==> config.mk <==
export PLATFORM = sky130hd
export DESIGN_NAME = sorted_cursor_list_queue
export DESIGN_NICKNAME = d
export VERILOG_FILES = /design/src/design/sclq_pkg.sv /design/src/design/sorted_cursor_list_queue.sv /design/src/design/sclq_ram.sv /design/src/design/sclq_ctrl.sv /design/src/design/sclq_dp.sv
export SDC_FILE = /design/constraint.sdc
export NUM_CORES = 1
export LEC_CHECK = 0
export ABC_CLOCK_PERIOD_IN_PS = 7100
export BUFFER_PORTS_ARGS = -buffer_cell sky130_fd_sc_hd__buf_4
export CAP_MARGIN = 40
export CELL_PAD_IN_SITES_DETAIL_PLACEMENT = 1
export CELL_PAD_IN_SITES_GLOBAL_PLACEMENT = 1
export CORE_MARGIN = 3
export CORE_UTILIZATION = 41
export CTS_BUF_LIST = sky130_fd_sc_hd__clkbuf_16
export CTS_CLUSTER_DIAMETER = 60
export DETAILED_ROUTE_END_ITERATION = 10
export GPL_TIMING_DRIVEN = 0
export PLACE_DENSITY = 0.69
export SYNTH_ARGS = -nofsm -noshare
export SYNTH_HDL_FRONTEND = slang
export SYNTH_SLANG_ARGS = --single-unit
==> constraint.sdc <==
create_clock -name clk -period 7.1 [get_ports clk]
set_input_delay 0 -clock clk [delete_from_list [all_inputs] [get_ports clk]]
set_output_delay 0 -clock clk [all_outputs]
set_load 0.005 [all_outputs]
==> src/design/sclq_pkg.sv <==
`default_nettype none

package sclq_pkg;

    localparam int CAPACITY_DEF = 16;
    localparam int ID_BITS_DEF  = 16;
    localparam int PID_W        = 16;
    localparam int OCC_W        = 5;

    localparam logic OP_INSERT = 1'b0;
    localparam logic OP_REMOVE = 1'b1;

    typedef struct packed {
        logic             op;
        logic [PID_W-1:0] pid;
    } req_t;

    typedef struct packed {
        logic             ok;
        logic [PID_W-1:0] removed_pid;
        logic [OCC_W-1:0] occupied;
    } rsp_t;

    typedef enum logic [2:0] {
        CMD_NONE,
        CMD_START,
        CMD_SCAN,
        CMD_LINK1,
        CMD_LINK2,
        CMD_POP,
        CMD_DONE_OK,
        CMD_DONE_FAIL
    } cmd_t;

    typedef struct packed {
        logic req_remove;
        logic empty;
        logic full;
        logic scan_done;
        logic rsp_free;
    } status_t;

endpackage

`default_nettype wire

==> src/design/sorted_cursor_list_queue.sv <==
// Insert: the result follows the cursor walk through the link RAMs and the free-cell search,
//   one step per cycle, then the relink in LINK1 and LINK2.
// Remove: the head is popped in POP, then the result loads. A full-insert or empty-remove fails with no scan or pop.
// One transaction in flight: the next accept comes in the cycle after the result loads;
//   the response register lets the result wait on rsp_stall, holding off the next request.
// Reset (rst_n, async low) clears control, head/tail/count and used bits; link RAMs are not cleared.
`default_nettype none

module sorted_cursor_list_queue #(
    parameter int CAPACITY = sclq_pkg::CAPACITY_DEF,
    parameter int ID_BITS  = sclq_pkg::ID_BITS_DEF
) (
    input  wire logic           clk,
    input  wire logic           rst_n,
    input  wire logic           req_valid,
    output logic                req_stall,
    input  wire sclq_pkg::req_t req,
    output logic                rsp_valid,
    input  wire logic           rsp_stall,
    output sclq_pkg::rsp_t      rsp
);
    import sclq_pkg::*;

    cmd_t    cmd;
    status_t status;

    sclq_ctrl u_ctrl (
        .clk       (clk),
        .rst_n     (rst_n),
        .req_valid (req_valid),
        .req_stall (req_stall),
        .status    (status),
        .cmd       (cmd)
    );

    sclq_dp #(
        .CAPACITY (CAPACITY),
        .ID_BITS  (ID_BITS)
    ) u_dp (
        .clk       (clk),
        .rst_n     (rst_n),
        .cmd       (cmd),
        .status    (status),
        .req       (req),
        .rsp_valid (rsp_valid),
        .rsp_stall (rsp_stall),
        .rsp       (rsp)
    );

endmodule

`default_nettype wire

==> src/design/sclq_ram.sv <==
`default_nettype none

module sclq_ram #(
    parameter int WIDTH = 8,
    parameter int DEPTH = 16
) (
    input  wire logic                     clk,
    input  wire logic                     we,
    input  wire logic [$clog2(DEPTH)-1:0] waddr,
    input  wire logic [WIDTH-1:0]         wdata,
    input  wire logic [$clog2(DEPTH)-1:0] raddr,
    output logic      [WIDTH-1:0]         rdata
);

    logic [WIDTH-1:0] mem [DEPTH];

    always_ff @(posedge clk)
    begin
        if (we)
        begin
            mem[waddr] <= wdata;
        end
        rdata <= mem[raddr];
    end

endmodule

`default_nettype wire

==> src/design/sclq_ctrl.sv <==
`default_nettype none

module sclq_ctrl (
    input  wire logic              clk,
    input  wire logic              rst_n,
    input  wire logic              req_valid,
    output logic                   req_stall,
    input  wire sclq_pkg::status_t status,
    output sclq_pkg::cmd_t         cmd
);
    import sclq_pkg::*;

    typedef enum logic [2:0] {
        ST_IDLE,
        ST_SCAN,
        ST_LINK1,
        ST_LINK2,
        ST_POP,
        ST_DONE_OK,
        ST_DONE_FAIL
    } state_t;

    state_t state_reg;
    state_t state_next;

    always_comb
    begin
        state_next = state_reg;
        cmd        = CMD_NONE;
        unique case (state_reg)
            ST_IDLE:
            begin
                if (req_valid)
                begin
                    cmd = CMD_START;
                    if (status.req_remove == OP_REMOVE)
                    begin
                        state_next = status.empty ? ST_DONE_FAIL : ST_POP;
                    end
                    else
                    begin
                        state_next = status.full ? ST_DONE_FAIL : ST_SCAN;
                    end
                end
            end
            ST_SCAN:
            begin
                cmd = CMD_SCAN;
                if (status.scan_done)
                begin
                    state_next = ST_LINK1;
                end
            end
            ST_LINK1:
            begin
                cmd        = CMD_LINK1;
                state_next = ST_LINK2;
            end
            ST_LINK2:
            begin
                cmd        = CMD_LINK2;
                state_next = ST_DONE_OK;
            end
            ST_POP:
            begin
                cmd        = CMD_POP;
                state_next = ST_DONE_OK;
            end
            ST_DONE_OK:
            begin
                if (status.rsp_free)
                begin
                    cmd        = CMD_DONE_OK;
                    state_next = ST_IDLE;
                end
            end
            ST_DONE_FAIL:
            begin
                if (status.rsp_free)
                begin
                    cmd        = CMD_DONE_FAIL;
                    state_next = ST_IDLE;
                end
            end
            default:
            begin
                state_next = ST_IDLE;
            end
        endcase
    end

    always_ff @(posedge clk or negedge rst_n)
    begin
        if (!rst_n)
        begin
            state_reg <= ST_IDLE;
        end
        else
        begin
            state_reg <= state_next;
        end
    end

    assign req_stall = (state_reg != ST_IDLE);

endmodule

`default_nettype wire

==> src/design/sclq_dp.sv <==
`default_nettype none

module sclq_dp #(
    parameter int CAPACITY = sclq_pkg::CAPACITY_DEF,
    parameter int ID_BITS  = sclq_pkg::ID_BITS_DEF
) (
    input  wire logic              clk,
    input  wire logic              rst_n,
    input  wire sclq_pkg::cmd_t    cmd,
    output sclq_pkg::status_t      status,
    input  wire sclq_pkg::req_t    req,
    output logic                   rsp_valid,
    input  wire logic              rsp_stall,
    output sclq_pkg::rsp_t         rsp
);
    import sclq_pkg::*;

    localparam int IW = $clog2(CAPACITY);
    localparam int CW = $clog2(CAPACITY + 1);
    localparam logic [CW-1:0] END_MARK = CW'(CAPACITY);

    // control state
    logic [CAPACITY-1:0] used_reg, used_next;
    logic [IW-1:0]       head_reg, head_next;
    logic [IW-1:0]       tail_reg, tail_next;
    logic [CW-1:0]       count_reg, count_next;
    logic                walk_done_reg, walk_done_next;
    logic                found_reg, found_next;
    logic                free_found_reg, free_found_next;
    logic                rsp_valid_reg, rsp_valid_next;

    // payload
    logic [ID_BITS-1:0]  id_reg, id_next;
    logic [IW-1:0]       cur_reg, cur_next;
    logic [CW-1:0]       steps_reg, steps_next;
    logic [CW-1:0]       found_prev_reg, found_prev_next;
    logic [IW-1:0]       fidx_reg, fidx_next;
    logic [IW-1:0]       free_reg, free_next;
    logic [ID_BITS-1:0]  removed_reg, removed_next;
    rsp_t                rsp_reg, rsp_next;

    // link memories
    logic [IW-1:0]       rd_addr;
    logic [ID_BITS-1:0]  ids_rdata;
    logic [CW-1:0]       nxt_rdata;
    logic [CW-1:0]       prv_rdata;
    logic                ids_we, nxt_we, prv_we;
    logic [IW-1:0]       nxt_waddr, prv_waddr;
    logic [CW-1:0]       nxt_wdata, prv_wdata;

    logic                count_zero;
    logic                next_stray;
    logic [IW-1:0]       next_cell;

    assign count_zero = (count_reg == '0);
    assign next_stray = (nxt_rdata >= END_MARK);
    assign next_cell  = nxt_rdata[IW-1:0];

    always_comb
    begin
        used_next       = used_reg;
        head_next       = head_reg;
        tail_next       = tail_reg;
        count_next      = count_reg;
        walk_done_next  = walk_done_reg;
        found_next      = found_reg;
        free_found_next = free_found_reg;
        rsp_valid_next  = rsp_valid_reg && rsp_stall;
        id_next         = id_reg;
        cur_next        = cur_reg;
        steps_next      = steps_reg;
        found_prev_next = found_prev_reg;
        fidx_next       = fidx_reg;
        free_next       = free_reg;
        removed_next    = removed_reg;
        rsp_next        = rsp_reg;
        rd_addr         = cur_reg;
        ids_we          = 1'b0;
        nxt_we          = 1'b0;
        prv_we          = 1'b0;
        nxt_waddr       = free_reg;
        prv_waddr       = free_reg;
        nxt_wdata       = END_MARK;
        prv_wdata       = END_MARK;

        unique case (cmd) inside
            CMD_NONE:
            begin
            end
            CMD_START:
            begin
                id_next         = ID_BITS'(req.pid);
                cur_next        = head_reg;
                rd_addr         = head_reg;
                steps_next      = '0;
                walk_done_next  = 1'b0;
                found_next      = 1'b0;
                fidx_next       = '0;
                free_found_next = 1'b0;
                removed_next    = '0;
            end
            CMD_SCAN:
            begin
                // lowest free cell, one used bit per cycle
                if (!free_found_reg)
                begin
                    if (!used_reg[fidx_reg])
                    begin
                        free_next       = fidx_reg;
                        free_found_next = 1'b1;
                    end
                    else
                    begin
                        fidx_next = fidx_reg + 1'b1;
                    end
                end
                // walk: read data belongs to cur_reg, next read issued from next link
                if (!walk_done_reg)
                begin
                    if (count_zero)
                    begin
                        walk_done_next = 1'b1;
                    end
                    else if (ids_rdata > id_reg)
                    begin
                        walk_done_next  = 1'b1;
                        found_next      = 1'b1;
                        found_prev_next = prv_rdata;
                    end
                    else if ((CW'(steps_reg + 1'b1) == count_reg) || next_stray)
                    begin
                        walk_done_next = 1'b1;
                    end
                    else
                    begin
                        steps_next = CW'(steps_reg + 1'b1);
                        cur_next   = next_cell;
                        rd_addr    = next_cell;
                    end
                end
            end
            CMD_LINK1:
            begin
                ids_we              = 1'b1;
                nxt_we              = 1'b1;
                nxt_waddr           = free_reg;
                nxt_wdata           = found_reg ? CW'(cur_reg) : END_MARK;
                prv_we              = 1'b1;
                prv_waddr           = free_reg;
                if (count_zero)
                begin
                    prv_wdata = END_MARK;
                    head_next = free_reg;
                    tail_next = free_reg;
                end
                else
                begin
                    prv_wdata = found_reg ? found_prev_reg : CW'(tail_reg);
                end
                used_next[free_reg] = 1'b1;
            end
            CMD_LINK2:
            begin
                count_next = CW'(count_reg + 1'b1);
                if (!count_zero)
                begin
                    if (found_reg)
                    begin
                        prv_we    = 1'b1;
                        prv_waddr = cur_reg;
                        prv_wdata = CW'(free_reg);
                        if (found_prev_reg >= END_MARK)
                        begin
                            head_next = free_reg;
                        end
                        else
                        begin
                            nxt_we    = 1'b1;
                            nxt_waddr = found_prev_reg[IW-1:0];
                            nxt_wdata = CW'(free_reg);
                        end
                    end
                    else
                    begin
                        nxt_we    = 1'b1;
                        nxt_waddr = tail_reg;
                        nxt_wdata = CW'(free_reg);
                        tail_next = free_reg;
                    end
                end
            end
            CMD_POP:
            begin
                removed_next        = used_reg[head_reg] ? ids_rdata : '0;
                used_next[head_reg] = 1'b0;
                count_next          = CW'(count_reg - 1'b1);
                if (count_reg == CW'(1))
                begin
                    head_next = '0;
                    tail_next = '0;
                end
                else
                begin
                    head_next = next_stray ? '0 : next_cell;
                    prv_we    = 1'b1;
                    prv_waddr = next_stray ? '0 : next_cell;
                    prv_wdata = END_MARK;
                end
            end
            CMD_DONE_OK, CMD_DONE_FAIL:
            begin
                rsp_next.ok          = (cmd == CMD_DONE_OK);
                rsp_next.removed_pid = PID_W'(removed_reg);
                rsp_next.occupied    = OCC_W'(count_reg);
                rsp_valid_next       = 1'b1;
            end
            default:
            begin
            end
        endcase
    end

    always_ff @(posedge clk or negedge rst_n)
    begin
        if (!rst_n)
        begin
            used_reg       <= '0;
            head_reg       <= '0;
            tail_reg       <= '0;
            count_reg      <= '0;
            walk_done_reg  <= 1'b0;
            found_reg      <= 1'b0;
            free_found_reg <= 1'b0;
            rsp_valid_reg  <= 1'b0;
        end
        else
        begin
            used_reg       <= used_next;
            head_reg       <= head_next;
            tail_reg       <= tail_next;
            count_reg      <= count_next;
            walk_done_reg  <= walk_done_next;
            found_reg      <= found_next;
            free_found_reg <= free_found_next;
            rsp_valid_reg  <= rsp_valid_next;
        end
    end

    always_ff @(posedge clk)
    begin
        id_reg         <= id_next;
        cur_reg        <= cur_next;
        steps_reg      <= steps_next;
        found_prev_reg <= found_prev_next;
        fidx_reg       <= fidx_next;
        free_reg       <= free_next;
        removed_reg    <= removed_next;
        rsp_reg        <= rsp_next;
    end

    sclq_ram #(
        .WIDTH (ID_BITS),
        .DEPTH (CAPACITY)
    ) u_ids_ram (
        .clk   (clk),
        .we    (ids_we),
        .waddr (free_reg),
        .wdata (id_reg),
        .raddr (rd_addr),
        .rdata (ids_rdata)
    );

    sclq_ram #(
        .WIDTH (CW),
        .DEPTH (CAPACITY)
    ) u_nxt_ram (
        .clk   (clk),
        .we    (nxt_we),
        .waddr (nxt_waddr),
        .wdata (nxt_wdata),
        .raddr (rd_addr),
        .rdata (nxt_rdata)
    );

    sclq_ram #(
        .WIDTH (CW),
        .DEPTH (CAPACITY)
    ) u_prv_ram (
        .clk   (clk),
        .we    (prv_we),
        .waddr (prv_waddr),
        .wdata (prv_wdata),
        .raddr (rd_addr),
        .rdata (prv_rdata)
    );

    assign status.req_remove = req.op;
    assign status.empty      = count_zero;
    assign status.full       = (count_reg == END_MARK);
    assign status.scan_done  = walk_done_reg && free_found_reg;
    assign status.rsp_free   = !rsp_valid_reg || !rsp_stall;

    assign rsp_valid = rsp_valid_reg;
    assign rsp       = rsp_reg;

endmodule

`default_nettype wire

==> results.yml <==
outcome:
  status: "finished clean"
clocking:
  cts_buffers: 56
  cts_root_buf: "clkbuf_16"
  post_cts_resized: 0
  postCtsHoldBufs: 23
  cts_tree: "done"
  cts_setup_buffers: 0
  clkTransAtPathRegs_ns: 0.06
  insertion_delay_ns: 0.61
  clkSinkCount: 554
  htreeDepth: 2
  clock_path_buffers: 3
global_route:
  grt_pass1_vias: 14812
  overflow: 0
  antenna_found_initial: 3
  grt_usage: 0.2298
  grt_max_degree: 37
  busiest_layer: "met2"
  gr-usage-met1: 0.3152
  met2_usage: 0.3753
  use_met3: 0.03449
  grt_pass1_wl_mm: 96.40
drt:
  via_per_inst: 5.822
  post-route-drc-count: 0
  vias: 14038
  final_antenna_net_count: 0
  drt-wirelength-per-cell_um: 26.90
  first_pass_iters: 8
  initialDrtViolationCount: 1386
  finalWirelength_mm: 64.85
critical_path:
  crit_type: "reg -> reg"
  r2r-start: "u_dp.id_reg[12]$_DFFE_PP_"
  r2r-end: "u_dp.u_ids_ram.rdata[15]$_DFF_P_"
  endpoint_kind: "flip-flop"
  r2r.worst_path.cells: 14
  worstPathArrival_ns: 5.91
  rrSetupSlack_ns: 1.65
  worstPathRequired_ns: 7.55
  worstPathMaxFanout: 17
  start_kind: "flip-flop"
job:
  drv_cap: 0
final_layout:
  multi_input_area_mm2: 0.005639
  final_util: 0.4860
  largest_register_ff_count: 256
  top_register: "u_dp.u_ids_ram.mem"
  final_nets: 1722
  fillCellCount: 5208
  fin_area_mm2: 0.02579
  drive_gt1_frac: 0.1545
  area_growth_pct: 16.11
  seq_area_mm2: 0.01616
  largestRegisters: "u_dp.u_ids_ram.mem: 256 flops, u_dp.u_nxt_ram.mem: 80 flops, u_dp.u_prv_ram.mem: 80 flops"
synthesis:
  yosysTopAreaCell: "edfxtp_1"
  ys_types: 72
  ys_seq_elements: 554
  ys_warn_count: 0
  synthTopCellsByCount: "488 x edfxtp_1, 213 x nand2_1, 92 x nor2_1, 63 x o21ai_0, 53 x mux2i_1"
  async_flop_share: 0.06498
  synth_top_area_frac: 0.6596
  syn_area_per_cell_um2: 14.54
  syn-num-nets: 1570
  synth_edf_count: 488
  synth_cells: 1528
  synthTopCellsByArea: "edfxtp_1 66%, dfrtp_1 4.1%, nand2_1 3.6%"
  seq_area_frac_synth: 0.7272
  synth_ff_type: "edfxtp_1"
  yosysMostFrequentCell: "edfxtp_1"
  netlist_area_mm2: 0.02222
hold_path:
  whs_path_depth: 2
  min_delay_worst_endpoint: "u_dp.id_reg[0]$_DFFE_PP_"
  worstHoldStart: "req[0]"
  hold_path_class: "in -> reg"
power:
  leakagePower_uw: 0.009156
  ir_worst_vdd_mv: 0.2608
  p_per_area_mw_per_mm2: 441.8
place:
  portBuffers: 44
  place_area_mm2: 0.02382
  place_congestion: 0.8598
  dp_hpwl_mm: 44.87
die:
  die_x_um: 238.8
  fp.dieArea_mm2: 0.05701
  num_rows: 84
  start_util: 0.4186
  pin_count: 45
  die_h_um: 238.8
  fp.coreArea_mm2: 0.05308
sta:
  post-route-period-util: 0.7683
  drv_slew: 0
  fmax_mhz: 183.3
  relSlewSlack: 0.3401
  hold_violations: 0
  tns_ns: 0
  timing.clock.skew_ns: 0.01616
  rsz0062_at_grt: "false"
  setup_viol: 0
  min_period_ns: 5.455
  tightest_slew_ns: 0.9862
routing by layer:
layer  vias to the layer above  share of wire
met5                         -        0.00042
li1                       6126              -
met3                       132          0.062
met2                       508           0.48
met1                      7268           0.43
met4                         4          0.033
stage by stage:
stage / power [uW] / setup WS, ns / hold WS, ns / cells
finish: 11400 / 1.645 / 0.1046 / 2411
global route: 11930 / 1.448 / 0.09178 / 2410
CTS: 11410 / 1.798 / 0.07076 / 2410
detailed placement: 8561 / 1.830 / 0.003218 / 2287
global placement: 8335 / 1.528 / -0.006476 / 2260
floorplan: 6826 / 3.456 / -0.2956 / 1528
final cells by class:
type,instances,area share
diodes,1,0.00009702
plain buffers,81,0.01450
clock buffers,58,0.05627
clock inverters,42,0.01087
inverters,27,0.003929
multi-input cells,866,0.2186
flip-flops and latches,554,0.6263
well taps,688,0.03337
repair buffers,94,0.03599
worst max-delay path, stage by stage, from the launching register on:
cell and delay, ns:
edfxtp_1 0.72, inv_1 0.22, ha_1 0.33, nand4_1 0.17, nor4_1 0.48, and2_1 0.31
inv_1 0.13, a221oi_4 0.43, a21oi_1 0.18, a311oi_4 0.63, inv_2 0.20, nand4_1 0.21
clkbuf_1 0.61, o21ai_0 0.19, nor3_1 0.46
cells by family after synthesis:
group           share of synthesized area
flops                              0.7272
compound gates                    0.08217
buf+inv                           0.02140
xor+xnor                         0.006308
fa+ha+maj                         0.01183
simple gates                      0.09321
mux                               0.05784
power breakdown:
part           switching (uW)  leakage, uW  internal (uW)
sequential                323      0.00521           4070
clock                    1220     0.000913           1600
combinational            2810      0.00303           1380
cell usage in the layout, fill, tap and decap left out, types with 40 or more instances in the layout:
cell / n
a32oi_1: 46
buf_4: 59
clkbuf_1: 45
clkbuf_16: 58
edfxtp_1: 488
inv_1: 41
mux2_2: 46
mux2i_1: 53
nand2_1: 213
nand3_1: 40
nor2_1: 80
o21ai_0: 59
o22ai_1: 49
worst max-delay path by stage:
stage / startpoint / cells after the start / slack [ns] / to
after floorplan: u_dp.id_reg[14]$_DFFE_PP_ / 17 / 3.46 / u_dp.u_ids_ram.rdata[5]$_DFF_P_
after global placement: u_dp.id_reg[12]$_DFFE_PP_ / 15 / 1.53 / u_dp.u_ids_ram.rdata[12]$_DFF_P_
after detailed placement: u_dp.id_reg[12]$_DFFE_PP_ / 15 / 1.83 / u_dp.u_prv_ram.rdata[3]$_DFF_P_
after CTS: u_dp.id_reg[12]$_DFFE_PP_ / 15 / 1.80 / u_dp.u_prv_ram.rdata[3]$_DFF_P_
after global routing: u_dp.id_reg[12]$_DFFE_PP_ / 14 / 1.45 / u_dp.u_ids_ram.rdata[15]$_DFF_P_
final: u_dp.id_reg[12]$_DFFE_PP_ / 14 / 1.65 / u_dp.u_ids_ram.rdata[15]$_DFF_P_
Power figures use the tool's default switching activity.
